[src/rtl/core/doy_pkg.sv]
// Shared types and tables for the day-of-year to date converter.
// Holds the stage payload structs and the month start table.
// Used by every module in rtl/core; depends on nothing.
`default_nettype none

package doy_pkg;

    localparam int unsigned NumMonths = 12;
    localparam logic [6:0]  LastYear  = 7'd99;
    localparam logic [8:0]  LenCommon = 9'd365;
    localparam logic [8:0]  LenLeap   = 9'd366;

    // Payload after the range check and the weekday sum.
    typedef struct packed {
        logic       err;
        logic       leap;
        logic [8:0] yday;
        logic [8:0] wsum;
    } t_chk;

    // Payload after the month search and the weekday reduction.
    typedef struct packed {
        logic       err;
        logic       leap;
        logic [8:0] yday;
        logic [3:0] month;
        logic [2:0] wday;
    } t_mon;

    // Final result item.
    typedef struct packed {
        logic       err;
        logic [3:0] month;
        logic [4:0] mday;
        logic [2:0] wday;
    } t_res;

    // Days before the first of the given month; a leap year adds one from March on.
    function automatic logic [8:0] month_start(input logic [3:0] month, input logic leap);
        logic [8:0] base;
        case (month)
            4'd0:    base = 9'd0;
            4'd1:    base = 9'd31;
            4'd2:    base = 9'd59;
            4'd3:    base = 9'd90;
            4'd4:    base = 9'd120;
            4'd5:    base = 9'd151;
            4'd6:    base = 9'd181;
            4'd7:    base = 9'd212;
            4'd8:    base = 9'd243;
            4'd9:    base = 9'd273;
            4'd10:   base = 9'd304;
            4'd11:   base = 9'd334;
            default: base = 9'd0;
        endcase
        if (leap && (month >= 4'd2)) begin
            base = base + 9'd1;
        end
        return base;
    endfunction

endpackage

`default_nettype wire

[src/rtl/core/doy_check.sv]
// First stage: range check of year and day, leap flag and weekday sum.
// Depends on doy_pkg.
`default_nettype none

module doy_check import doy_pkg::*; (
    input  wire        i_clk,
    input  wire        i_rst_n,
    input  wire        i_en,
    input  wire        i_valid,
    input  wire [6:0]  i_year,
    input  wire [8:0]  i_yday,
    output logic       o_valid,
    output t_chk       o_data
);

    logic       r_valid;
    t_chk       r_data;
    t_chk       n_data;
    logic       year_ok;
    logic       day_ok;
    logic       leap;
    logic [6:0] leaps_before;

    always_comb begin
        year_ok = (i_year <= LastYear);
        // Within 1900..1999 only 1900 breaks the every-fourth-year rule.
        leap    = (i_year[1:0] == 2'b00) && (i_year != 7'd0);
        day_ok  = (i_yday != 9'd0) && (i_yday <= (leap ? LenLeap : LenCommon));
        leaps_before = (i_year == 7'd0) ? 7'd0 : ((i_year - 7'd1) >> 2);
        n_data.err  = !(year_ok && day_ok);
        n_data.leap = leap;
        n_data.yday = i_yday;
        // 365 is 1 mod 7 and the epoch offset is a multiple of 7, so the
        // weekday is this sum mod 7.
        n_data.wsum = i_yday + {2'b00, i_year} + {2'b00, leaps_before};
    end

    always_ff @(posedge i_clk) begin
        if (!i_rst_n) begin
            r_valid <= 1'b0;
        end else if (i_en) begin
            r_valid <= i_valid;
        end
    end

    always_ff @(posedge i_clk) begin
        if (i_en && i_valid) begin
            r_data <= n_data;
        end
    end

    assign o_valid = r_valid;
    assign o_data  = r_data;

endmodule

`default_nettype wire

[src/rtl/core/doy_month.sv]
// Second stage: month search against the month start table and weekday mod 7.
// Depends on doy_pkg.
`default_nettype none

module doy_month import doy_pkg::*; (
    input  wire        i_clk,
    input  wire        i_rst_n,
    input  wire        i_en,
    input  wire        i_valid,
    input  t_chk       i_data,
    output logic       o_valid,
    output t_mon       o_data
);

    logic       r_valid;
    t_mon       r_data;
    t_mon       n_data;
    logic [3:0] cnt;
    logic [4:0] digit_sum;
    logic [3:0] folded;

    always_comb begin
        cnt = 4'd0;
        for (int m = 1; m < NumMonths; m++) begin
            if (i_data.yday > month_start(4'(m), i_data.leap)) begin
                cnt = cnt + 4'd1;
            end
        end
        // 8 is 1 mod 7, so octal digits can be summed and folded again.
        digit_sum = {2'b00, i_data.wsum[2:0]} + {2'b00, i_data.wsum[5:3]}
                  + {2'b00, i_data.wsum[8:6]};
        folded    = {2'b00, digit_sum[4:3]} + {1'b0, digit_sum[2:0]};
        n_data.err   = i_data.err;
        n_data.leap  = i_data.leap;
        n_data.yday  = i_data.yday;
        n_data.month = cnt;
        n_data.wday  = (folded >= 4'd7) ? 3'(folded - 4'd7) : folded[2:0];
    end

    always_ff @(posedge i_clk) begin
        if (!i_rst_n) begin
            r_valid <= 1'b0;
        end else if (i_en) begin
            r_valid <= i_valid;
        end
    end

    always_ff @(posedge i_clk) begin
        if (i_en && i_valid) begin
            r_data <= n_data;
        end
    end

    assign o_valid = r_valid;
    assign o_data  = r_data;

endmodule

`default_nettype wire

[src/rtl/core/doy_result.sv]
// Third stage: day of the month and the output register with error zeroing.
// Depends on doy_pkg.
`default_nettype none

module doy_result import doy_pkg::*; (
    input  wire        i_clk,
    input  wire        i_rst_n,
    input  wire        i_en,
    input  wire        i_valid,
    input  t_mon       i_data,
    output logic       o_valid,
    output t_res       o_data
);

    logic       r_valid;
    t_res       r_data;
    t_res       n_data;
    logic [8:0] mday_full;

    always_comb begin
        mday_full = i_data.yday - month_start(i_data.month, i_data.leap);
        if (i_data.err) begin
            n_data = '0;
            n_data.err = 1'b1;
        end else begin
            n_data.err   = 1'b0;
            n_data.month = i_data.month;
            n_data.mday  = mday_full[4:0];
            n_data.wday  = i_data.wday;
        end
    end

    always_ff @(posedge i_clk) begin
        if (!i_rst_n) begin
            r_valid <= 1'b0;
        end else if (i_en) begin
            r_valid <= i_valid;
        end
    end

    always_ff @(posedge i_clk) begin
        if (i_en && i_valid) begin
            r_data <= n_data;
        end
    end

    assign o_valid = r_valid;
    assign o_data  = r_data;

endmodule

`default_nettype wire

[src/rtl/core/day_of_year_to_date.sv]
// Top level of the day-of-year to date converter: three pipeline stages.
// Depends on doy_pkg, doy_check, doy_month and doy_result.
//
//  Channel   Direction  Payload
//  s_axis    in         tdata: year_of_century[6:0], day_of_year[15:7]
//  m_axis    out        tdata: month_index[3:0], day_of_month[8:4], weekday[11:9]
//                       tuser: range_error[0]
//
// One item enters per cycle while a stage is free or the output takes a result.
// An item moves through the check, month and result registers, in that order.
// The three pipeline registers set the latency; each stage holds one item.
// Reset clears the stage valid bits; payload registers are not reset.
// A stage loads whenever it is empty or its successor loads, so bubbles are
// squeezed out and input is taken while a finished result waits and a stage is free.
`default_nettype none

module day_of_year_to_date import doy_pkg::*; (
    input  wire         i_clk,
    input  wire         i_rst_n,
    input  wire         s_axis_tvalid,
    output logic        s_axis_tready,
    input  wire  [15:0] s_axis_tdata,   // year_of_century[6:0], day_of_year[15:7]
    output logic        m_axis_tvalid,
    input  wire         m_axis_tready,
    output logic [15:0] m_axis_tdata,   // month_index, day_of_month, weekday, zero pad
    output logic [0:0]  m_axis_tuser    // range_error
);

    logic en1, en2, en3;
    logic v1, v2, v3;
    t_chk d1;
    t_mon d2;
    t_res d3;

    assign en3 = !v3 || m_axis_tready;
    assign en2 = !v2 || en3;
    assign en1 = !v1 || en2;
    assign s_axis_tready = en1;

    doy_check u_check (
        .i_clk   (i_clk),
        .i_rst_n (i_rst_n),
        .i_en    (en1),
        .i_valid (s_axis_tvalid),
        .i_year  (s_axis_tdata[6:0]),
        .i_yday  (s_axis_tdata[15:7]),
        .o_valid (v1),
        .o_data  (d1)
    );

    doy_month u_month (
        .i_clk   (i_clk),
        .i_rst_n (i_rst_n),
        .i_en    (en2),
        .i_valid (v1),
        .i_data  (d1),
        .o_valid (v2),
        .o_data  (d2)
    );

    doy_result u_result (
        .i_clk   (i_clk),
        .i_rst_n (i_rst_n),
        .i_en    (en3),
        .i_valid (v2),
        .i_data  (d2),
        .o_valid (v3),
        .o_data  (d3)
    );

    assign m_axis_tvalid = v3;
    assign m_axis_tdata  = {4'b0000, d3.wday, d3.mday, d3.month};
    assign m_axis_tuser  = d3.err;

    // Input is refused only when every stage holds an item.
    a_full_when_stalled: assert property (@(posedge i_clk) disable iff (!i_rst_n)
        !s_axis_tready |-> (v1 && v2 && v3))
        else $error("input stalled while the pipeline has a free stage");

    // An error result carries zero in every other field.
    a_error_zero: assert property (@(posedge i_clk) disable iff (!i_rst_n)
        (m_axis_tvalid && m_axis_tuser[0]) |-> (m_axis_tdata == 16'd0))
        else $error("error result with nonzero fields");

    // A good result has a real month, a nonzero day and a weekday below seven.
    a_result_range: assert property (@(posedge i_clk) disable iff (!i_rst_n)
        (m_axis_tvalid && !m_axis_tuser[0]) |->
            ((m_axis_tdata[3:0] <= 4'd11) && (m_axis_tdata[8:4] != 5'd0)
             && (m_axis_tdata[11:9] != 3'd7)))
        else $error("good result out of range");

    // An accepted item sits in the first stage after the edge that takes it.
    a_advance: assert property (@(posedge i_clk) disable iff (!i_rst_n)
        (s_axis_tvalid && s_axis_tready) |=> v1)
        else $error("accepted item lost in the first stage");

endmodule

`default_nettype wire

[config.mk]
export PLATFORM = sky130hd
export DESIGN_NAME = day_of_year_to_date
export DESIGN_NICKNAME = d
export VERILOG_FILES = /design/src/rtl/core/doy_pkg.sv /design/src/rtl/core/doy_check.sv /design/src/rtl/core/doy_month.sv /design/src/rtl/core/doy_result.sv /design/src/rtl/core/day_of_year_to_date.sv
export SDC_FILE = /design/constraint.sdc
export NUM_CORES = 1
export LEC_CHECK = 0
export ABC_AREA = 1
export BUFFER_PORTS_ARGS = -buffer_cell sky130_fd_sc_hd__buf_2
export CAP_MARGIN = 15
export CORE_AREA = 4 4 123 125
export DETAILED_ROUTE_END_ITERATION = 8
export DIE_AREA = 0 0 127 129
export GPL_ROUTABILITY_DRIVEN = 0
export GPL_TIMING_DRIVEN = 1
export PLACE_DENSITY_LB_ADDON = 0.1
export SKIP_CTS_REPAIR_TIMING = 1
export SLEW_MARGIN = 30
export SYNTH_ARGS = -nofsm -noshare
export SYNTH_HDL_FRONTEND = slang
export SYNTH_SLANG_ARGS = --single-unit
[constraint.sdc]
create_clock -name i_clk -period 8 [get_ports i_clk]
set_clock_uncertainty 0.05 [all_clocks]
set_input_delay 0.8 -clock i_clk [delete_from_list [all_inputs] [get_ports i_clk]]
set_output_delay 0.8 -clock i_clk [all_outputs]
set_load 0.02 [all_outputs]
# Word-level counts from Yosys, hierarchy flattened
# Memory sizes are Yosys's and may differ from the RTL's. A register that Yosys moved wholly into a read port is not among the register bits.
# Cells that the tools add are included.
[classes]
n_addsub = 19
n_lt_le_gt_ge = 15
n_mux = 27
reduce_logical = 18
[ops]
columns = ["operator", "count"]
rows = [
  ["$mux W4", 12],
  ["$add A4 B1 Y4 const B", 10],
  ["$gt A9 B8 Y1", 4],
  ["$gt A9 B9 Y1", 3],
  ["$add A9 B7 Y9", 2],
  ["$gt A9 B7 Y1", 2],
  ["$mux W13", 1],
  ["$mux W5", 2],
  ["$gt A9 B5 Y1 const B", 1],
  ["$gt A9 B6 Y1", 1],
  ["$le A9 B9 Y1", 1],
  ["$mux W3", 3],
  ["$reduce_bool A9 Y1", 1],
  ["$le A7 B7 Y1 const B", 1],
  ["$logic_and A1 B1 Y1", 7],
  ["$logic_not A7 Y1", 1],
  ["$reduce_bool A7 Y1", 1],
  ["$sub A7 B1 Y7 const B", 1],
  ["$mux W1", 6],
  ["$mux W2", 3],
  ["$add A5 B1 Y5 const B", 1],
  ["$add A5 B3 Y5", 1],
  ["$sub A5 B5 Y5", 1],
  ["$add A2 B3 Y4", 1],
  ["7 further kinds", 12],
]
[totals]
register_bits = 50
romBits = 144
out_inout_bits = 19
elab_cells = 96
n_memories = 1
[memory_table]
columns = ["name", "depth", "word_bits", "rd", "rd_clocked_by_memory_dff", "write_ports", "line", "source"]
rows = [
  ["(no name shown)", 16, 9, 1, 1, 0, "doy_pkg.sv:41", "case (month)"],
]

# Logic depth before layout (Yosys ltp)
# Gate-level depths: netlist of run 1.
[logic_depth]
ltp_word = 23
depth_mapped = 50
mapped_depth_nobuf = 50

# Cells and area by module
# A second synthesis of run 1 with hierarchy kept.
[unflattened]
hier_cells = 641
area_unflattened_um2 = 4968.5
[modules_own_cells]
columns = ["mod", "instances", "cells_per_inst", "area_per_inst_um2", "seq_area_each_um2"]
rows = [
  ["doy_month", 1, 371, 2602.5, 560.5],
  ["doy_check", 1, 146, 1368.8, 620.6],
  ["doy_result", 1, 115, 944.7, 410.4],
  ["day_of_year_to_date", 1, 9, 52.6, 0.0],
]

# Least setup slack after synthesis of run 1
# No wires, ideal clock.
[synth_path]
kind = "register to register"
startpoint = "register u_check.r_data, in the netlist u_check.o_data[10]"
endpoint = "register with a tool-made name"
setup_time_ns = 0.113
t_arrival_ns = 7.073
setup_slack_ns = 0.764
path_stages_with_launch = 47
synth_period_minus_slack_ns = 7.236
path_cell_list = "edfxtp_1 > ha_1 > o31ai_1 > nand3_1 > and2_1 > inv_1 > ha_1 > inv_1 > nand2_2 > nand2_2 > inv_1 > ha_1 > or2_2 > nand2_1 > inv_1 > ha_1 > or2_1 > nand2_1 > [... 11 more ...] > inv_1 > ha_1 > nand2_1 > nand2_1 > ha_1 > nand2_1 > nand2_1 > ha_1 > or2_2 > nand3_1 > nand2_1 > inv_1 > ha_1 > inv_1 > nand3_1 > nand2_1 > nand3_1 > nand2_1"
[synth_rtl]
columns = ["item", "line", "source"]
rows = [
  ["start, declared", "doy_check.sv:17", "t_chk r_data;"],
  ["start signal, assigned", "doy_check.sv:48", "r_data <= n_data;"],
]

==> reports/metrics.yaml, run 1 <==
synthTopCellsByCount: "nand2_1 (117), inv_1 (107), nor2_1 (51)"
place_area_sq_mm: 0.00522
clk_path_buf_depth: 2
grt_first_pass_wirelength_mm: 16.3
cap_violations: 0
n_antenna_cell: 0
fin_ws_ps: 537
setup_viol: 0
routedWlPerCell_um: 11.2
crit_cells: 48
synth.area.top_cells: "edfxtp_1 (29%), ha_1 (12%), nand2_1 (9.1%)"
seqPwrFrac_pct: 31.8
post-synth-top-count-cell: "nand2_1"
use_met2_pct: 20.0
avgSynthCellArea_sq_um: 8.03
leakage_nw: 2.71
fin_crit_ps: 7460
worstMarginPinSlew_ps: 732
clockPowerShare_pct: 17.2
cp.arrival_ps: 7600
cts_root_buf: "clkbuf_16"
p_sw_share_pct: 39.1
crit_top_cell: "nand2_1"
grt_max_degree: 21
yosysSeqAreaShare_pct: 32.6
fmax_ghz: 0.134
die_area_sq_mm: 0.0164
ant_nets: 0
vias_per_cell: 4.54
drt-initial-drc-count: 214
fillers: 1393
worstHoldPathCells: 0
critPathKind: "reg2reg"
cp_slowest_cell: "edfxtp_1"
slew_headroom_pct: 51.2
peakVddDrop_uv: 149
wirelength_mm: 9.31
drc: 0
tritoncts: "done"
hold_path.class: "reg2reg"
clock-sinks: 55
io_pins: 39
run_status: "completed"
htree_levels: 2
r2r_cells: 48
synth-seq-cells: 55
cts_made_buffers: 5
drv_slew: 0
yosysUniqueCellTypes: 41
die_w_um: 127
synthToLayoutAreaGrowth_pct: 13.8
clk_transition_reported_paths_ps: 70
grt_usage_pct: 11.9
overflow: 0
die_h_um: 129
path_delay_family: "simple AND/OR/NAND/NOR gates"
hold_viol: 0
p_sw_w: 0.000507
clk_latency_ps: 290
power_density_mw_per_mm2: 236
detailed_place_hpwl_mm: 7.85
final_area_sq_mm: 0.00549
period_share_pct: 93.3
syn_inst: 601
worst-path-buf-inv: 11
synthArstFlopShare_pct: 0
crit_path_max_incr_delay_ps: 410
antenna_found_initial: 0
coreArea_sq_mm: 0.0139
yosysTopAreaCellShare_pct: 29.2
synth_edf_count: 47
num_vias: 3772
yosys_warnings: 0
crit_path_start_kind: "register"
final_nets: 725
power.internal_w: 0.000789
drive_gt1_share_pct: 23.4
critPathCaptureType: "register"
dp_slack_ps: 182
grt_pass1_vias: 3562
hold_ws_ps: 389
port_buffers: 34
top_usage_layer: "met2"
synth_flop_cell: "edfxtp_1"
crit_path_max_fanout: 4
gr-usage-met1_pct: 16.5
pwr-share-comb_pct: 51.0
initial_core_util_pct: 34.8
num_rows: 43
grtUsageMet3_pct: 1.83
synthesis.area_sq_mm: 0.00483
dr.pass1.iters: 4
required_ps: 8140
synth_top_cell_by_area: "edfxtp_1"
## registers in the layout (all words and copies together), names as in the netlist, named ones only
| signal | count |
|---|---|
| u_result.o_data | 13 |
| u_check.o_valid | 1 |
| u_month.o_data | 14 |
| u_result.o_valid | 1 |
| u_check.o_data | 20 |
| u_month.o_valid | 1 |
## layout by cell type (no fill, tap or decap), types with 8 or more instances in the layout
master / instances
a21oi_1: 20
nor2_1: 51
nand2_4: 10
buf_2: 34
or2_2: 8
o21ai_0: 8
ha_1: 41
nand2_2: 36
nand3_1: 48
nand2_1: 113
inv_1: 104
inv_2: 9
xor2_1: 15
fa_1: 10
dfxtp_1: 8
buf_4: 10
nand3_2: 17
edfxtp_1: 47
## cell families after synthesis
group	count (synthesis)	synth area share, %
simple gates	312	33.7
buf+inv	120	9.72
fa+ha+maj	56	16.1
flops	55	32.6
compound gates	38	4.38
xor+xnor	17	3.09
mux	2	0.441
other cells	1	0.0777
## layout make-up
| type | instances | area, sq um | share of cell area [%] |
|---|---|---|---|
| clock buffer | 6 | 139 | 2.53 |
| clock inverter | 2 | 16.3 | 0.296 |
| inverter | 114 | 428 | 7.79 |
| multi-input combinational | 429 | 2870 | 52.2 |
| sequential | 55 | 1570 | 28.6 |
| tap | 180 | 225 | 4.10 |
| timing repair buffer | 44 | 245 | 4.47 |
## per-stage QoR
stage	total power [W]	TNS (ps)	instances	util, %
2_1_floorplan	0.000942	0	604	-
3_3_place_gp	0.00106	0	816	37.6
3_5_place_dp	0.00107	0	816	37.6
4_1_cts	0.00130	0	824	38.7
5_1_grt	0.00144	-64.7	830	39.6
6_report	0.00130	0	830	39.6
## power by group through the flow
stage,Sequential (W),Combinational [W],Clock (W)
6_report,0.000412,0.000661,0.000223
5_1_grt,0.000417,0.000774,0.000245
4_1_cts,0.000413,0.000660,0.000230
3_5_place_dp,0.000418,0.000652,0
3_3_place_gp,0.000419,0.000642,0
2_1_floorplan,0.000414,0.000528,0
## metal layers
layer	vias up	part of all wire, %
met2	53	46
met3	7	3.1
met5	-	0
met4	0	0.69
li1	2012	-
met1	1700	50
## path summary, 6_finish.rpt
kind	from	end	slack [ps]
hold reg to reg	u_check.o_data[19]$_DFFE_PP_	u_month.o_data[17]$_DFFE_PP_	390
setup / recovery	u_check.o_data[18]$_DFFE_PP_	register	540
hold / removal	u_check.o_data[19]$_DFFE_PP_	u_month.o_data[17]$_DFFE_PP_	390
setup reg to reg	u_check.o_data[18]$_DFFE_PP_	register	540
(Power assumes the default switching activity.)
==> run 2, diff against run 1 <==
--- a/config.mk
+++ b/config.mk
@@ -5,17 +5,15 @@
 export SDC_FILE = /design/constraint.sdc
 export NUM_CORES = 1
 export LEC_CHECK = 0
-export ABC_AREA = 1
 export BUFFER_PORTS_ARGS = -buffer_cell sky130_fd_sc_hd__buf_2
 export CAP_MARGIN = 15
-export CORE_AREA = 4 4 123 125
+export CORE_AREA = 4 4 119 121
 export DETAILED_ROUTE_END_ITERATION = 8
-export DIE_AREA = 0 0 127 129
+export DIE_AREA = 0 0 123 125
 export GPL_ROUTABILITY_DRIVEN = 0
 export GPL_TIMING_DRIVEN = 1
 export PLACE_DENSITY_LB_ADDON = 0.1
 export SKIP_CTS_REPAIR_TIMING = 1
-export SLEW_MARGIN = 30
 export SYNTH_ARGS = -nofsm -noshare
 export SYNTH_HDL_FRONTEND = slang
 export SYNTH_SLANG_ARGS = --single-unit
==> constraint.sdc (replaced) <==
create_clock -name i_clk -period 8 [get_ports i_clk]
set_clock_uncertainty 0.05 [all_clocks]
set_input_delay 0.4 -clock i_clk [delete_from_list [all_inputs] [get_ports i_clk]]
set_output_delay 0.4 -clock i_clk [all_outputs]
set_load 0.02 [all_outputs]
==> run 2 against run 1 <==
  * Worst hold slack worse by 99 ps
  * Final area is 1.5% lower
  * Largest power group unchanged
  * Combinational power is 44% higher
  * Non-clock buffer count is 26 higher
  * Synthesized area is 6.5% lower
  * Die area is 6.2% lower
==> reports/metrics.yaml, run 2 <==
grt_usage_pct: 12.1  # +0.18 points
die_w_um: 123  # -3.1%
cts_root_buf: "clkbuf_16"
period_share_pct: 96.8  # +3.5 points
syn_inst: 440  # -27%
run_status: "completed"
leakage_nw: 2.26  # -17%
cp.arrival_ps: 7880  # +280 ps
clk_latency_ps: 290  # about the same
critPathCaptureType: "register"
cp_slowest_cell: "edfxtp_1"
dr.pass1.iters: 5  # +1
fmax_ghz: 0.129  # -3.6%
htree_levels: 2  # unchanged
critPathKind: "reg2reg"
ant_nets: 0  # unchanged
coreArea_sq_mm: 0.0131  # -5.7%
worstMarginPinSlew_ps: 1160  # +430 ps
yosysSeqAreaShare_pct: 34.8  # +2.2 points
clk_transition_reported_paths_ps: 70  # about the same
detailed_place_hpwl_mm: 7.49  # -4.6%
peakVddDrop_uv: 133  # -11%
final_nets: 580  # -20%
use_met2_pct: 18.9  # -1.0 points
dp_slack_ps: -223  # -405 ps
layout_commonest_cell: "edfxtp_1"
clk_path_buf_depth: 2  # unchanged
hold_path.class: "in2reg"
hold_viol: 0  # unchanged
drt-initial-drc-count: 222  # +3.7%
die_area_sq_mm: 0.0154  # -6.2%
num_vias: 3355  # -11%
power_w: 0.00160  # +24%
final_core_util_pct: 41.3  # +1.8 points
clock-sinks: 55  # unchanged
drc: 0  # unchanged
avgSynthCellArea_sq_um: 10.3  # +28%
crit_path_start_kind: "register"
overflow: 0  # unchanged
num_rows: 42  # -2.3%
cap_violations: 0  # unchanged
synth_top_cell_by_area: "edfxtp_1"
synthTopCellsByCount: "edfxtp_1 (47), ha_1 (46), inv_1 (34)"
slew_headroom_pct: 21.9  # -29 points
tritoncts: "done"
grt_pass1_vias: 3161  # -11%
port_buffers: 34  # unchanged
crit_path_max_incr_delay_ps: 480  # +70 ps
yosys_warnings: 0  # unchanged
antenna_found_initial: 0  # unchanged
grt_max_degree: 22  # +4.8%
cts_made_buffers: 5  # unchanged
synthToLayoutAreaGrowth_pct: 19.8
drive_gt1_share_pct: 25.9  # +2.6 points
hold_ws_ps: 289  # -99.4 ps
yosysUniqueCellTypes: 74  # +80%
power_density_mw_per_mm2: 296  # +26%
rsz0062_at_grt: "yes"
wirelength_mm: 9.59  # +3.0%
top_usage_layer: "met2"
final_cell_mix: "edfxtp_1 (47), ha_1 (36), buf_4 (36)"
synth_flop_cell: "edfxtp_1"
grtUsageMet3_pct: 1.94  # +0.12 points
setup_viol: 0  # unchanged
n_antenna_cell: 0  # unchanged
synth_edf_count: 47  # unchanged
vias_per_cell: 4.93  # +8.4%
initial_core_util_pct: 34.5  # -0.27 points
synthArstFlopShare_pct: 0  # unchanged
synth.area.top_cells: "edfxtp_1 (31%), ha_1 (13%), fa_1 (4.4%)"
post-synth-top-count-cell: "edfxtp_1"
io_pins: 39  # unchanged
drv_slew: 0  # unchanged
fin_ws_ps: 258  # -279 ps
grt_first_pass_wirelength_mm: 15.1  # -7.4%
largest_reg_flops: 20  # unchanged
synthesis.area_sq_mm: 0.00451  # -6.5%
crit_path_max_fanout: 4  # unchanged
routedWlPerCell_um: 14.1  # +26%
fin_crit_ps: 7740  # +279 ps
yosysTopAreaCellShare_pct: 31.3  # +2.0 points
required_ps: 8140  # about the same
die_h_um: 125  # -3.1%
fillers: 1274  # -8.5%
crit_top_cell: "ha_4"
gr-usage-met1_pct: 17.5  # +0.99 points
synth-seq-cells: 55  # unchanged
[run 2: cell count changes in the layout (fill, tap and decap cells not counted), moves of 19 or more]
cell	before	now
buf_4	10	36
inv_1	104	32
nand2_1	113	33
nand2_2	36	0
nand3_1	48	5
nor2_1	51	19
nor2b_1	0	19
[run 2: final cells by class]
| class | count | area (sq um) | area share [%] |
|---|---|---|---|
| clock buffer | 6 | 129 | 2.38 |
| clock inverter | 2 | 16.3 | 0.301 |
| inverter | 35 | 131 | 2.43 |
| multi-input combinational | 337 | 2900 | 53.6 |
| sequential | 55 | 1570 | 29.1 |
| tap | 176 | 220 | 4.07 |
| timing repair buffer | 70 | 440 | 8.15 |
[run 2: cells by family after synthesis]
| family | count (synthesis) | synth area share [%] |
|---|---|---|
| flip-flops | 55 | 34.8 |
| XOR/XNOR | 35 | 7.76 |
| buffers and inverters | 51 | 5.60 |
| other | 1 | 0.0831 |
| adder cells (fa/ha/maj) | 56 | 17.2 |
| AO/OA/AOI/OAI | 103 | 16.1 |
| multiplexers | 15 | 3.60 |
| AND/OR/NAND/NOR | 124 | 14.9 |
[run 2: worst max-delay path, delay by kind of cell, from the launching register on]
| kind | cells | cell delay, ps |
|---|---|---|
| adder cells (fa/ha/maj) | 11 | 2890 |
| multiplexers | 4 | 1000 |
| AO/OA/AOI/OAI | 14 | 2140 |
| flip-flops | 1 | 480 |
| AND/OR/NAND/NOR | 8 | 770 |
| buffers and inverters | 4 | 330 |
[run 2: per-stage QoR]
step | instance area [sq um] | TNS (ps) | std cells
after global routing | 5410 | -141 | 681
final | 5410 | 0 | 681
after floorplan | 4530 | 0 | 443
after detailed placement | 5040 | -507 | 668
after CTS | 5180 | -588 | 676
after global placement | 5040 | -36.6 | 668
[run 2: final timing paths]
check                                     from                             to  slack [ps]  cells past startpoint
setup reg to reg  u_check.o_data[10]$_DFFE_PP_                       register         260                     41
setup / recovery  u_check.o_data[10]$_DFFE_PP_                       register         260                     41
hold reg to reg   u_check.o_data[19]$_DFFE_PP_   u_month.o_data[17]$_DFFE_PP_         380                      0
hold / removal                         i_rst_n  u_result.o_valid$_SDFFE_PN0P_         290                      2
[run 2: metal layers]
layer  part of all wire (%)  up-vias
met5                      0        -
met4                   0.80        0
met3                    3.7        5
met2                     46       69
met1                     49     1567
li1                       -     1714
[run 2: power by group]
| part | switching [W] | internal [W] |
|---|---|---|
| logic | 0.000475 | 0.000476 |
| registers | 0.0000307 | 0.000405 |
| clock network | 0.0000982 | 0.000117 |
| total | 0.000604 | 0.000999 |
